<file path="config.mk">
export PLATFORM = sky130hd
export DESIGN_NAME = rfcb_ctrl
export DESIGN_NICKNAME = d
export VERILOG_FILES = /design/src/rtl/rfcb_pkg.sv /design/src/rtl/rfcb_ctrl.sv
export SDC_FILE = /design/constraint.sdc
export NUM_CORES = 1
export LEC_CHECK = 0
export BUFFER_PORTS_ARGS = -buffer_cell sky130_fd_sc_hd__buf_2
export CELL_PAD_IN_SITES_DETAIL_PLACEMENT = 1
export CELL_PAD_IN_SITES_GLOBAL_PLACEMENT = 2
export CORE_MARGIN = 3
export CORE_UTILIZATION = 35
export DETAILED_ROUTE_END_ITERATION = 8
export GPL_TIMING_DRIVEN = 0
export PLACE_DENSITY = 0.86
export SLEW_MARGIN = 20
export SYNTH_ARGS = -nofsm -noshare
export SYNTH_HDL_FRONTEND = slang
export SYNTH_SLANG_ARGS = --single-unit
</file>
<file path="constraint.sdc">
create_clock -name clk_i -period 5.3 [get_ports clk_i]
set_input_delay 1.06 -clock clk_i [delete_from_list [all_inputs] [get_ports clk_i]]
set_output_delay 1.06 -clock clk_i [all_outputs]
set_load 0.03 [all_outputs]
</file>
<file path="src/rtl/rfcb_pkg.sv">
`timescale 1ns / 1ps

package rfcb_pkg;

  typedef enum logic [1:0] {
    OP_FILL = 2'd0,
    OP_COPY = 2'd1,
    OP_READ = 2'd2,
    OP_NONE = 2'd3
  } op_e;

  typedef struct packed {
    op_e                op;
    logic signed [7:0]  x;
    logic signed [7:0]  y;
    logic signed [7:0]  w;
    logic signed [7:0]  h;
    logic signed [7:0]  x2;
    logic signed [7:0]  y2;
    logic        [31:0] color;
  } cmd_t;

  typedef struct packed {
    logic [31:0] pixel;
    logic        status;
  } res_t;

  localparam logic STATUS_DONE   = 1'b0;
  localparam logic STATUS_REJECT = 1'b1;

endpackage

</file>
<file path="src/rtl/rfcb_ctrl.sv">
`timescale 1ns / 1ps

module rfcb_ctrl #(
  parameter int unsigned WIDTH  = 64,
  parameter int unsigned HEIGHT = 64,
  parameter int unsigned DEPTH  = WIDTH * HEIGHT,
  parameter int unsigned AW     = (DEPTH > 1) ? $clog2(DEPTH) : 1
) (
  input  logic           clk_i,
  input  logic           rst_ni,
  input  logic           in_valid_i,
  output logic           in_stall_o,
  input  rfcb_pkg::cmd_t in_req_i,
  output logic           res_valid_o,
  input  logic           res_ready_i,
  output rfcb_pkg::res_t res_o,
  output logic           mem_we_o,
  output logic [AW-1:0]  mem_waddr_o,
  output logic [31:0]    mem_wdata_o,
  output logic           mem_re_o,
  output logic [AW-1:0]  mem_raddr_o,
  input  logic [31:0]    mem_rdata_i
);

  typedef enum logic [6:0] {
    ST_CLEAR = 7'b0000001,
    ST_IDLE  = 7'b0000010,
    ST_WALK  = 7'b0000100,
    ST_DRAIN = 7'b0001000,
    ST_RD    = 7'b0010000,
    ST_RDW   = 7'b0100000,
    ST_RESP  = 7'b1000000
  } state_e;

  localparam logic [6:0] WLIM = 7'(WIDTH);
  localparam logic [6:0] HLIM = 7'(HEIGHT);

  function automatic logic coord_ok(logic signed [7:0] c, logic [6:0] lim);
    return !c[7] && (c[6:0] <= lim);
  endfunction

  state_e         state_q, state_d;
  logic [AW-1:0]  clr_q, clr_d;
  logic [AW-1:0]  src_row_q, src_row_d;
  logic [AW-1:0]  dst_row_q, dst_row_d;
  logic [6:0]     col_q, col_d;
  logic [6:0]     row_q, row_d;
  logic [6:0]     wlen_q, wlen_d;
  logic [6:0]     hlen_q, hlen_d;
  logic [31:0]    color_q, color_d;
  logic           copy_q, copy_d;
  rfcb_pkg::res_t res_q, res_d;
  logic           pipe_q, pipe_d;
  logic [AW-1:0]  pipe_dst_q, pipe_dst_d;
  logic           fwd_q, fwd_d;
  logic [31:0]    fwd_data_q;

  // command decode
  logic           is_copy;
  logic           reject;
  logic           rd_ok;
  logic [6:0]     rem_x, rem_x2, rem_y, rem_y2;
  logic [6:0]     wc, hc;
  logic [13:0]    src_lin, dst_lin;
  logic [AW-1:0]  src_base, dst_base;
  logic [AW-1:0]  src_addr, dst_addr;
  logic           last_col, last_row;

  assign is_copy = (in_req_i.op == rfcb_pkg::OP_COPY);
  assign reject  = !coord_ok(in_req_i.x, WLIM) || !coord_ok(in_req_i.y, HLIM) ||
                   in_req_i.w[7] || in_req_i.h[7] ||
                   (is_copy && (!coord_ok(in_req_i.x2, WLIM) ||
                                !coord_ok(in_req_i.y2, HLIM)));
  assign rd_ok   = !in_req_i.x[7] && (in_req_i.x[6:0] < WLIM) &&
                   !in_req_i.y[7] && (in_req_i.y[6:0] < HLIM);

  assign rem_x  = WLIM - in_req_i.x[6:0];
  assign rem_x2 = WLIM - in_req_i.x2[6:0];
  assign rem_y  = HLIM - in_req_i.y[6:0];
  assign rem_y2 = HLIM - in_req_i.y2[6:0];

  always_comb begin
    wc = in_req_i.w[6:0];
    if (rem_x < wc) begin
      wc = rem_x;
    end
    if (is_copy && (rem_x2 < wc)) begin
      wc = rem_x2;
    end
    hc = in_req_i.h[6:0];
    if (rem_y < hc) begin
      hc = rem_y;
    end
    if (is_copy && (rem_y2 < hc)) begin
      hc = rem_y2;
    end
  end

  assign src_lin  = ({7'd0, in_req_i.y[6:0]} * 14'(WIDTH)) + {7'd0, in_req_i.x[6:0]};
  assign dst_lin  = ({7'd0, in_req_i.y2[6:0]} * 14'(WIDTH)) + {7'd0, in_req_i.x2[6:0]};
  assign src_base = AW'(src_lin);
  assign dst_base = AW'(dst_lin);

  assign src_addr = src_row_q + AW'(col_q);
  assign dst_addr = dst_row_q + AW'(col_q);
  assign last_col = (col_q == wlen_q - 7'd1);
  assign last_row = (row_q == hlen_q - 7'd1);

  always_comb begin
    state_d     = state_q;
    clr_d       = clr_q;
    src_row_d   = src_row_q;
    dst_row_d   = dst_row_q;
    col_d       = col_q;
    row_d       = row_q;
    wlen_d      = wlen_q;
    hlen_d      = hlen_q;
    color_d     = color_q;
    copy_d      = copy_q;
    res_d       = res_q;
    pipe_d      = 1'b0;
    pipe_dst_d  = pipe_dst_q;
    mem_we_o    = 1'b0;
    mem_waddr_o = '0;
    mem_wdata_o = '0;
    mem_re_o    = 1'b0;
    mem_raddr_o = '0;

    // write back the pixel fetched for a copy in the previous cycle
    if (pipe_q) begin
      mem_we_o    = 1'b1;
      mem_waddr_o = pipe_dst_q;
      mem_wdata_o = fwd_q ? fwd_data_q : mem_rdata_i;
    end

    unique case (state_q)
      ST_CLEAR: begin
        mem_we_o    = 1'b1;
        mem_waddr_o = clr_q;
        mem_wdata_o = '0;
        clr_d       = clr_q + AW'(1);
        if (clr_q == AW'(DEPTH - 1)) begin
          state_d = ST_IDLE;
        end
      end
      ST_IDLE: begin
        if (in_valid_i) begin
          src_row_d = src_base;
          dst_row_d = is_copy ? dst_base : src_base;
          col_d     = '0;
          row_d     = '0;
          wlen_d    = wc;
          hlen_d    = hc;
          color_d   = in_req_i.color;
          copy_d    = is_copy;
          unique case (in_req_i.op)
            rfcb_pkg::OP_FILL, rfcb_pkg::OP_COPY: begin
              if (reject) begin
                res_d   = '{pixel: '0, status: rfcb_pkg::STATUS_REJECT};
                state_d = ST_RESP;
              end else if ((wc == 7'd0) || (hc == 7'd0)) begin
                res_d   = '{pixel: '0, status: rfcb_pkg::STATUS_DONE};
                state_d = ST_RESP;
              end else begin
                state_d = ST_WALK;
              end
            end
            rfcb_pkg::OP_READ: begin
              if (rd_ok) begin
                state_d = ST_RD;
              end else begin
                res_d   = '{pixel: '0, status: rfcb_pkg::STATUS_REJECT};
                state_d = ST_RESP;
              end
            end
            rfcb_pkg::OP_NONE: begin
              res_d   = '{pixel: '0, status: rfcb_pkg::STATUS_REJECT};
              state_d = ST_RESP;
            end
          endcase
        end
      end
      ST_WALK: begin
        if (copy_q) begin
          mem_re_o    = 1'b1;
          mem_raddr_o = src_addr;
          pipe_d      = 1'b1;
          pipe_dst_d  = dst_addr;
        end else begin
          mem_we_o    = 1'b1;
          mem_waddr_o = dst_addr;
          mem_wdata_o = color_q;
        end
        if (last_col) begin
          col_d     = '0;
          row_d     = row_q + 7'd1;
          src_row_d = src_row_q + AW'(WIDTH);
          dst_row_d = dst_row_q + AW'(WIDTH);
          if (last_row) begin
            res_d   = '{pixel: '0, status: rfcb_pkg::STATUS_DONE};
            state_d = copy_q ? ST_DRAIN : ST_RESP;
          end
        end else begin
          col_d = col_q + 7'd1;
        end
      end
      ST_DRAIN: begin
        state_d = ST_RESP;
      end
      ST_RD: begin
        mem_re_o    = 1'b1;
        mem_raddr_o = src_row_q;
        state_d     = ST_RDW;
      end
      ST_RDW: begin
        res_d   = '{pixel: mem_rdata_i, status: rfcb_pkg::STATUS_DONE};
        state_d = ST_RESP;
      end
      ST_RESP: begin
        if (res_ready_i) begin
          state_d = ST_IDLE;
        end
      end
      default: begin
        state_d = ST_IDLE;
      end
    endcase
  end

  // forward a word written in the same cycle as its read
  assign fwd_d = mem_re_o && mem_we_o && (mem_raddr_o == mem_waddr_o);

  always_ff @(posedge clk_i or negedge rst_ni) begin
    if (!rst_ni) begin
      state_q <= ST_CLEAR;
      clr_q   <= '0;
      pipe_q  <= 1'b0;
      fwd_q   <= 1'b0;
    end else begin
      state_q <= state_d;
      clr_q   <= clr_d;
      pipe_q  <= pipe_d;
      fwd_q   <= fwd_d;
    end
  end

  always_ff @(posedge clk_i) begin
    src_row_q  <= src_row_d;
    dst_row_q  <= dst_row_d;
    col_q      <= col_d;
    row_q      <= row_d;
    wlen_q     <= wlen_d;
    hlen_q     <= hlen_d;
    color_q    <= color_d;
    copy_q     <= copy_d;
    res_q      <= res_d;
    pipe_dst_q <= pipe_dst_d;
    fwd_data_q <= mem_wdata_o;
  end

  assign in_stall_o  = (state_q != ST_IDLE);
  assign res_valid_o = (state_q == ST_RESP);
  assign res_o       = res_q;

endmodule

</file>
# Yosys cells after proc, flatten, opt, wreduce, memory -nomap -nowiden

Cells that the tools add are included.

Bits in registers: 183
Input port bits: 118
Output and inout bits: 93
Logic and storage cells: 152

Add/subtract/negate cells: 15
$lt $le $gt $ge: 10
Equality and inequality tests: 22
Mux-type cells: 50
Reduce and logical (&&, ||, !) cells: 39

Operators by type and width:

| cell                                                   | number |
|---|---|
| two-way mux 33 bit                                     | 6 |
| one-hot mux 33 bit (3 select lines)                    | 2 |
| two-way mux 7 bit                                      | 16 |
| two-way mux 12 bit                                     | 8 |
| two-way mux 32 bit                                     | 3 |
| one-hot mux 12 bit (2 select lines)                    | 4 |
| one-hot mux 32 bit (2 select lines)                    | 1 |
| adder 12 x 7 -> 12 bit                                 | 4 |
| one-hot mux 7 bit (6 select lines)                     | 1 |
| less-or-equal comparator 7 bit (second input constant) | 4 |
| < comparator 7 bit                                     | 4 |
| one-hot mux 7 bit (2 select lines)                     | 2 |
| subtractor 7 bit (first input constant)                | 4 |
| adder 12 x 7 -> 12 bit (second input constant)         | 2 |
| one-hot mux 7 bit (3 select lines)                     | 1 |
| adder 7 x 1 -> 7 bit (second input constant)           | 2 |
| equality test 7 bit                                    | 2 |
| logical NOT 7 bit                                      | 2 |
| < comparator 7 bit (second input constant)             | 2 |
| subtractor 7 x 1 -> 7 bit (second input constant)      | 2 |
| adder 12 x 1 -> 12 bit (second input constant)         | 1 |
| equality test 12 bit                                   | 1 |
| equality test 12 bit (second input constant)           | 1 |
| logical AND 1 bit                                      | 12 |
| 26 further kinds                                       | 49 |

# Longest topological paths before layout

Gate-level depths: netlist of the first run.

Word-level depth: 13
Gate-level depth with buffers: 22
Gate-level depth less buffers: 21

# Worst setup path before layout of the first run

No wires, ideal clock.

Path type: input port to flip-flop
From: input in_req_i[66] (netlist bit)
To: register res_q (netlist bit res_o[0]) (enable)
Library setup time: 0.434 ns
Arrival: 6.793 ns
Required time: 4.866 ns
Setup slack: -1.927 ns
Cell stages on the path: 20
Path buffers: 2
Cells stage by stage: clkbuf_1 > nor4_1 > nand2_1 > xnor2_1 > ha_1 > a21oi_1 > o21ai_0 > a21oi_1 > clkbuf_1 > nor2_1 > a21oi_1 > ha_1 > and4_1 > a2111oi_0 > o21a_1 > a31oi_1 > o221ai_1 > a211o_1 > nand3_1 > a21oi_1

Cells in the longest elaborated chain, start to end: 10
Elaborated cells between the ends (all ways): 20
Classes of those cells: 1 x add/sub; 4 x order compare; 2 x eq/ne; 2 x mux; 11 x reduce/logical

RTL lines:

| element                         | RTL line         | source |
|---|---|---|
| start, declared                 | rfcb_ctrl.sv:13  | `input rfcb_pkg::cmd_t in_req_i,` |
| subtractor 7 bit                | rfcb_ctrl.sv:79  | `assign rem_y = HLIM - in_req_i.y[6:0];` |
| < comparator 7 bit              | rfcb_ctrl.sv:91  | `if (rem_y < hc) begin` |
| two-way mux 7 bit               | rfcb_ctrl.sv:91  |  |
| < comparator 7 bit              | rfcb_ctrl.sv:94  | `if (is_copy && (rem_y2 < hc)) begin` |
| logical AND 1 bit               | rfcb_ctrl.sv:94  |  |
| two-way mux 7 bit               | rfcb_ctrl.sv:94  |  |
| logical NOT 7 bit               | rfcb_ctrl.sv:161 | `end else if ((wc == 7'd0) \|\| (hc == 7'd0)) begin` |
| logical OR 1 bit                | rfcb_ctrl.sv:161 |  |
| inequality test 4 bit (no line) | n/a              |  |
| AND reduction 6 bit (no line) * | n/a              |  |
| end signal, assigned            | rfcb_ctrl.sv:256 | `res_q <= res_d;` |
| end, declared                   | rfcb_ctrl.sv:52  | `rfcb_pkg::res_t res_q, res_d;` |

Every way passes the cells marked *; elsewhere a longest branch is shown, timed or not.
A chain may end at the register's enable or synchronous reset.

# Worst setup path in the final report of the first run

From: input in_req_i[75] (netlist bit)
To: register res_q (netlist bit res_o[17]) (enable)

Cells in the longest elaborated chain, start to end: 10
Elaborated cells between the ends (all ways): 22
Classes of those cells: 1 x add/sub; 4 x order compare; 2 x eq/ne; 2 x mux; 13 x reduce/logical

RTL lines:

| element                         | RTL line         | source |
|---|---|---|
| subtractor 7 bit                | rfcb_ctrl.sv:77  | `assign rem_x = WLIM - in_req_i.x[6:0];` |
| < comparator 7 bit              | rfcb_ctrl.sv:84  | `if (rem_x < wc) begin` |
| two-way mux 7 bit               | rfcb_ctrl.sv:84  |  |
| < comparator 7 bit              | rfcb_ctrl.sv:87  | `if (is_copy && (rem_x2 < wc)) begin` |
| logical AND 1 bit               | rfcb_ctrl.sv:87  |  |
| two-way mux 7 bit               | rfcb_ctrl.sv:87  |  |
| logical NOT 7 bit               | rfcb_ctrl.sv:161 |  |
| logical OR 1 bit                | rfcb_ctrl.sv:161 |  |
| inequality test 4 bit (no line) | n/a              |  |
| AND reduction 6 bit (no line) * | n/a              |  |

Marked as above.

==> results of run 1 <==
-- power groups by stage --
stage                     combinational [mW]  sequential, mW  clock, mW
after CTS                               1.25            1.95       1.26
after floorplan                        0.741            2.03          0
final                                   1.29            1.95       1.24
after global routing                    1.42            1.98       1.32
after detailed placement                1.19            1.99          0
after global placement                  1.14            1.98          0
-- cells in the mapped netlist, types with 3 or more instances --
cell      count
nor3_1       15
edfxtp_1    130
inv_1        44
o21a_1        3
nand3_1      34
o211ai_1      6
a211o_1       3
a21o_1       12
o21ai_0      69
xnor2_1      63
and2_1       39
and3_1       12
a32oi_1       4
a21oi_1      56
a221oi_1      3
a22o_1        7
nor2b_1       9
nor2_1       80
xor2_1       36
dfxtp_1      32
mux2i_1      35
o22ai_1       3
nand3b_1     10
nand2b_1      5
o21bai_1      5
buf_2         4
nor4_1       12
or4_1         5
dfrtp_1      20
nand2_1     119
or3_1         4
a22oi_1       6
ha_1         53
nand4_1      11
clkbuf_1     37
-- area by class of cell --
type,count,area [sq um]
well taps,384,480
diodes,2,5.00
clock inverters,12,111
plain buffers,44,226
repair buffers,232,1280
inverters,46,178
flip-flops and latches,183,5070
clock buffers,20,458
multi-input cells,764,5290
fillers,3349,16000
-- critical path: cells and delay by family --
| kind | cells | cell delay, ns |
|---|---|---|
| xor gates and xnor gates | 1 | 0.16 |
| and+or+nand+nor | 7 | 1.17 |
| AOI/OAI and AO/OA | 8 | 1.95 |
| adders and majority gates | 2 | 0.58 |
| buffers and inverters | 3 | 0.44 |
-- layer usage --
metal	routed length, microns	vias to the layer above
met2	15600	204
met1	13900	4191
li1	-	4219
met4	386	4
met3	1660	29
met5	28	-
-- flip-flops by register name, summed over array words and instances (netlist names) --
signal      flops
res_o          33
color_q        32
fwd_data_q     32
clr_q          12
dst_row_q      12
pipe_dst_q     12
src_row_q      12
col_q           7
hlen_q          7
row_q           7
state_q         7
wlen_q          7
copy_q          1
fwd_q           1
pipe_q          1
-- what timing repair did --
action	CTS	global route
gates resized for setup	16	34
buffers inserted	10	17
hold buffers	0	0
cloned	1	0
pin swaps	4	21
setup endpoints to repair	33	33
-- worst paths after layout --
| path | start | to | slack [ns] | depth (start not counted) |
|---|---|---|---|---|
| hold reg to reg | color_q[12] | fwd_data_q[12] | 0.48 | 2 |
| setup / recovery | in_req_i[75] | res_o[17] | 0.08 | 21 |
| max in group asynchronous | rst_ni | state_q[0] | 4.37 | 1 |
| setup reg to reg | hlen_q[0] | state_q[6] | 1.65 | 11 |
| min in group asynchronous | rst_ni | clr_q[4] | 0.57 | 1 |
| hold / removal | color_q[12] | fwd_data_q[12] | 0.48 | 2 |
-- kinds of logic after synthesis --
group | Yosys count | synth area share (%)
and+or+nand+nor | 371 | 17.4
AOI/OAI and AO/OA | 199 | 11.8
muxes | 37 | 3.56
buffers and inverters | 90 | 3.35
xor gates and xnor gates | 101 | 8.74
DFF | 183 | 48.4
adders and majority gates | 55 | 6.72
-- cells in the final DEF (no fill, tap or decap), types with 35 or more instances in the layout --
master / Yosys / routed
nand2_1: 119 / 117
ha_1: 53 / 50
a21oi_1: 56 / 51
xnor2_1: 63 / 59
inv_1: 44 / 41
edfxtp_1: 130 / 130
buf_2: 4 / 205
o21ai_0: 69 / 68
mux2i_1: 35 / 35
nor2_1: 80 / 76
and2_1: 39 / 39
==> out/results.tsv, run 1 <==
metric	value	unit
DR WL/cell	18.7	microns
sequential fraction of the synthesis area	48.4	%
#FFs+latches synth	183	
initial DRC count	423	
Die Y	179	microns
synth warn	0	
non-filler instance count after layout	1687	
period utilization	98.5	%
# DRC	0	
Root Driver	clkbuf_16	
net switching power	1.52	mW
met1 Usage GRT	25.4	%
EDFF count, synth	130	
RSZ-0062 raised after global routing	true	
H-Tree Depth	4	
via count	8647	
Least-Margin Pin Slew	0.934	ns
Reg clk slew, reported paths	0.07	ns
Mapped Nets	1209	
die width	179	microns
largest net degree at the start of global routing	28	
final worst slack	0.0794	ns
Net Sw Frac	34.0	%
Leakage	5.43	nW
HPWL Detailed	24400	microns
Clock Path Buffers	2	
max-cap viol count	0	
ratio of cells with drive above 1 in the final layout	24.2	%
worst-path cell chain	clkbuf_16, nor4_4, nand2_1, xnor2_2, ha_1, and4_1, a22o_1, nor2_4, buf_8, nor2_4, a21oi_2, ha_1, a21o_1, a21o_1, a211o_1, o41a_1, nor4_1, a211o_1, nand3_4, a21oi_4, buf_6	
Mean Syn Cell Area	10.1	sq um
count of final setup violators	0	
GPL Wtd Cong	0.804	
Power Total	4.48	mW
initial core utilization	36.0	%
final hold vios	0	
Post-Synthesis Cells	1036	
crit end category	register	
worst hold margin	0.482	ns
Worst IR Drop VDD	228	uV
met2 Use GR	32.8	%
PD cells	342	mW/mm^2
Avg Vias per Cell	5.13	
mapped cell area	0.0105	sq mm
placed insts	1625	
area delta synth->final	25.1	%
startpoint types	primary input	
Worst EP arrival	5.38	ns
vias in the first global route	8703	
Netlist cell types	73	
most common flop cell mapped by yosys	edfxtp_1	
post-place setup slack	-1.57	ns
Site Rows	62	
maximum clock rate	192	MHz
CP max FO	6	
CORE AREA	0.0291	sq mm
I/O pin count	211	
Final Skew	0.00935	ns
combinational share of power	28.8	%
status	finished clean	
Hold WC Path Type	register to register	
Setup Total Neg Slack	0	ns
Routed WL	31600	microns
CTS tree	yes	
final core occ	45.0	%
Flop pwr share	43.6	%
Clock Sinks	183	
Max-Slew Margin vs Limit	36.2	%
Placed Area	0.0121	sq mm
Slew Viols, Final	0	
PortBufs	204	
leading area contributor after synthesis	edfxtp_1	
min cycle time layout	5.22	ns
Worst path max stage delay	0.44	ns
first-pass GRT wire length	48000	microns
aggregate global-route resource usage	19.4	%
initial antenna violation count	4	
CP Class	primary input to register	
ys async rst share	11.5	%
drt first pass iters	5	
slowest CP cell	o41a_1	
met3 GRT Util	3.68	%
CP required	5.46	ns
GRT overflow	0	
TritonCTS buffer count	17	
post-route cell area	0.0131	sq mm
clock share of power	27.7	%
Clk Latency, worst-skew pair	0.44	ns
synth top area cells	edfxtp_1, ha_1, dfxtp_1	
Int Pwr	2.96	mW
DRT antenna net count	0	
die footprint	0.0320	sq mm
Nets	1461	
top cell type's share of synthesized area	37.3	%
grt peak-use layer	met2	
Note: power is estimated with default switching activity, not from simulation.
==> run 2, diff against run 1 <==
--- a/config.mk
+++ b/config.mk
@@ -6,7 +6,7 @@
 export NUM_CORES = 1
 export LEC_CHECK = 0
 export BUFFER_PORTS_ARGS = -buffer_cell sky130_fd_sc_hd__buf_2
-export CELL_PAD_IN_SITES_DETAIL_PLACEMENT = 1
+export CELL_PAD_IN_SITES_DETAIL_PLACEMENT = 0
 export CELL_PAD_IN_SITES_GLOBAL_PLACEMENT = 2
 export CORE_MARGIN = 3
 export CORE_UTILIZATION = 35
==> out/results.tsv, run 2 (same netlist as run 1, synthesis figures left out) <==
metric	value	unit	change
status	finished clean		unchanged
Setup Total Neg Slack	0	ns	unchanged
DRT antenna net count	0		unchanged
area delta synth->final	26.8	%	was 25.1%
via count	8443		was 8,647
Avg Vias per Cell	5.02		was 5.13
die footprint	0.0320	sq mm	unchanged
DR WL/cell	17.1	microns	was 18.7 microns
delay-heaviest family, CP	compound AO/OA/AOI/OAI gates		unchanged
final hold vios	0		unchanged
CP max FO	6		unchanged
crit end category	register		unchanged
GRT overflow	0		unchanged
Reg clk slew, reported paths	0.08	ns	was 0.07 ns
non-filler instance count after layout	1682		was 1,687
min cycle time layout	5.28	ns	was 5.22 ns
Largest register FFs	33		unchanged
Root Driver	clkbuf_16		unchanged
most frequent cells in the layout	buf_2, edfxtp_1, nand2_1		unchanged
Final Skew	0.0165	ns	was 0.00935 ns
Worst path max stage delay	0.41	ns	was 0.44 ns
period utilization	99.6	%	was 98.5%
worst hold start	color_q[10]		was color_q[12]
max-cap viol count	0		unchanged
PortBufs	204		unchanged
Site Rows	62		unchanged
Hold WC Path Type	register to register		unchanged
Routed WL	28800	microns	was 31,600 microns
Levels on crit path	22		was 21
aggregate global-route resource usage	17.6	%	was 19.4%
FF-to-FF Start	hlen_q[0]		unchanged
CP required	5.47	ns	was 5.46 ns
CP bufs+invs	4		was 3
maximum clock rate	189	MHz	was 192 MHz
CP Class	primary input to register		unchanged
initial core utilization	36.0	%	unchanged
startpoint types	primary input		unchanged
ratio of cells with drive above 1 in the final layout	24.8	%	was 24.2%
initial DRC count	517		was 423
Worst EP arrival	5.45	ns	was 5.38 ns
post-route cell area	0.0133	sq mm	was 0.0131 sq mm
most common cell after layout, fill and taps aside	buf_2		unchanged
Power Total	4.56	mW	was 4.48 mW
Clk Latency, worst-skew pair	0.44	ns	about the same
r2r worst-path depth	11		unchanged
# DRC	0		unchanged
initial antenna violation count	1		was 4
HPWL Detailed	22100	microns	was 24,400 microns
drt first pass iters	5		unchanged
first-pass GRT wire length	43800	microns	was 48,000 microns
slowest CP cell	o41a_1		unchanged
I/O pin count	211		unchanged
H-Tree Depth	4		unchanged
Nets	1456		was 1,461
vias in the first global route	8020		was 8,703
flop2flop setup slack	1.76	ns	was 1.65 ns
RSZ-0062 raised after global routing	true		unchanged
largest net degree at the start of global routing	28		unchanged
Worst Setup EP	res_o[30]		was res_o[17]
count of final setup violators	0		unchanged
Clock Sinks	183		unchanged
Placed Area	0.0121	sq mm	unchanged
die width	179	microns	unchanged
TritonCTS buffer count	17		unchanged
Max-Slew Margin vs Limit	37.5	%	was 36.2%
placed insts	1625		unchanged
GPL Wtd Cong	0.804		unchanged
Crit. Startpoint	in_req_i[77]		was in_req_i[75]
Slew Viols, Final	0		unchanged
Die Y	179	microns	unchanged
CTS tree	yes		unchanged
Leakage	5.47	nW	was 5.43 nW
CORE AREA	0.0291	sq mm	unchanged
Worst IR Drop VDD	156	uV	was 228 uV
Clock Path Buffers	2		unchanged
FF-to-FF End	state_q[6]		unchanged
PD cells	343	mW/mm^2	was 342 mW/mm^2
Least-Margin Pin Slew	0.914	ns	was 0.934 ns
worst-path cell chain	clkbuf_4, nor4_4, nand2_2, xnor2_4, ha_4, and4_4, a22o_4, nor2_4, buf_8, nor2_1, a21oi_2, ha_1, a21o_1, a21o_1, a211o_1, o41a_1, nor4_1, a211o_1, nand3_4, buf_12, a21oi_4, clkbuf_16		was clkbuf_16, nor4_4, nand2_1, xnor2_2, ha_1, and4_1, a22o_1, nor2_4, buf_8, nor2_4, a21oi_2, ha_1, a21o_1, a21o_1, a211o_1, o41a_1, nor4_1, a211o_1, nand3_4, a21oi_4, buf_6
-- run 2: how the worst min path moves through the flow --
stage | to | cells past startpoint | slack [ns]
after floorplan | clr_q[7] | 1 | 0.46
after global placement | fwd_data_q[8] | 2 | 0.45
after detailed placement | fwd_data_q[15] | 2 | 0.45
after CTS | fwd_data_q[7] | 2 | 0.47
after global routing | fwd_data_q[31] | 2 | 0.51
final | fwd_data_q[10] | 2 | 0.47
-- run 2: final cells by class --
cell class	count	area (sq um)
inverter	46	178
buffer	44	233
fill	2808	15800
tap	384	480
multi-input combinational	764	5360
clock inverter	15	215
timing repair buffer	227	1310
clock buffer	17	425
sequential	183	5070
antenna	2	5.00
-- run 2: worst register-to-register path, cell delays in order, from the launching register on --
cell and delay, ns:
edfxtp_1 0.44, inv_1 0.09, ha_1 0.22, nand2b_1 0.16, a21oi_1 0.08, a311o_1 0.31, a2111oi_0 0.79, a21oi_1 0.48
or3_1 0.52, nor4_1 0.19, a21oi_1 0.07, nand3b_1 0.12
-- run 2: report_power, final --
group,leakage [nW],switching (mW),internal (mW)
clock,0.302,0.644,0.656
sequential,1.77,0.132,1.81
combinational,3.40,0.776,0.539
-- run 2: repair_timing --
| item | 4_1_cts | 5_1_grt |
|---|---|---|
| gates resized for setup | 13 | 52 |
| pin swaps | 5 | 23 |
| hold buffers | 0 | 0 |
| buffers inserted | 7 | 12 |
| cloned | 1 | 3 |
| endpoints found under the setup margin | 33 | 33 |
-- run 2: through the flow --
step | worst slack [ns] | utilization, % | hold WS [ns]
floorplan | -0.372 | - | 0.460
CTS | 0.00735 | 44.3 | 0.472
finish | 0.0190 | 45.6 | 0.471
detailed placement | -1.46 | 41.6 | 0.454
global placement | -1.50 | 41.5 | 0.453
global route | -0.155 | 45.6 | 0.509
-- run 2: metal layers --
metal  wire [microns]  GRT usage [%]
met2            13500           28.5
met3             1900           3.13
met5                0              0
met1            13000           24.6
met4              314           4.03
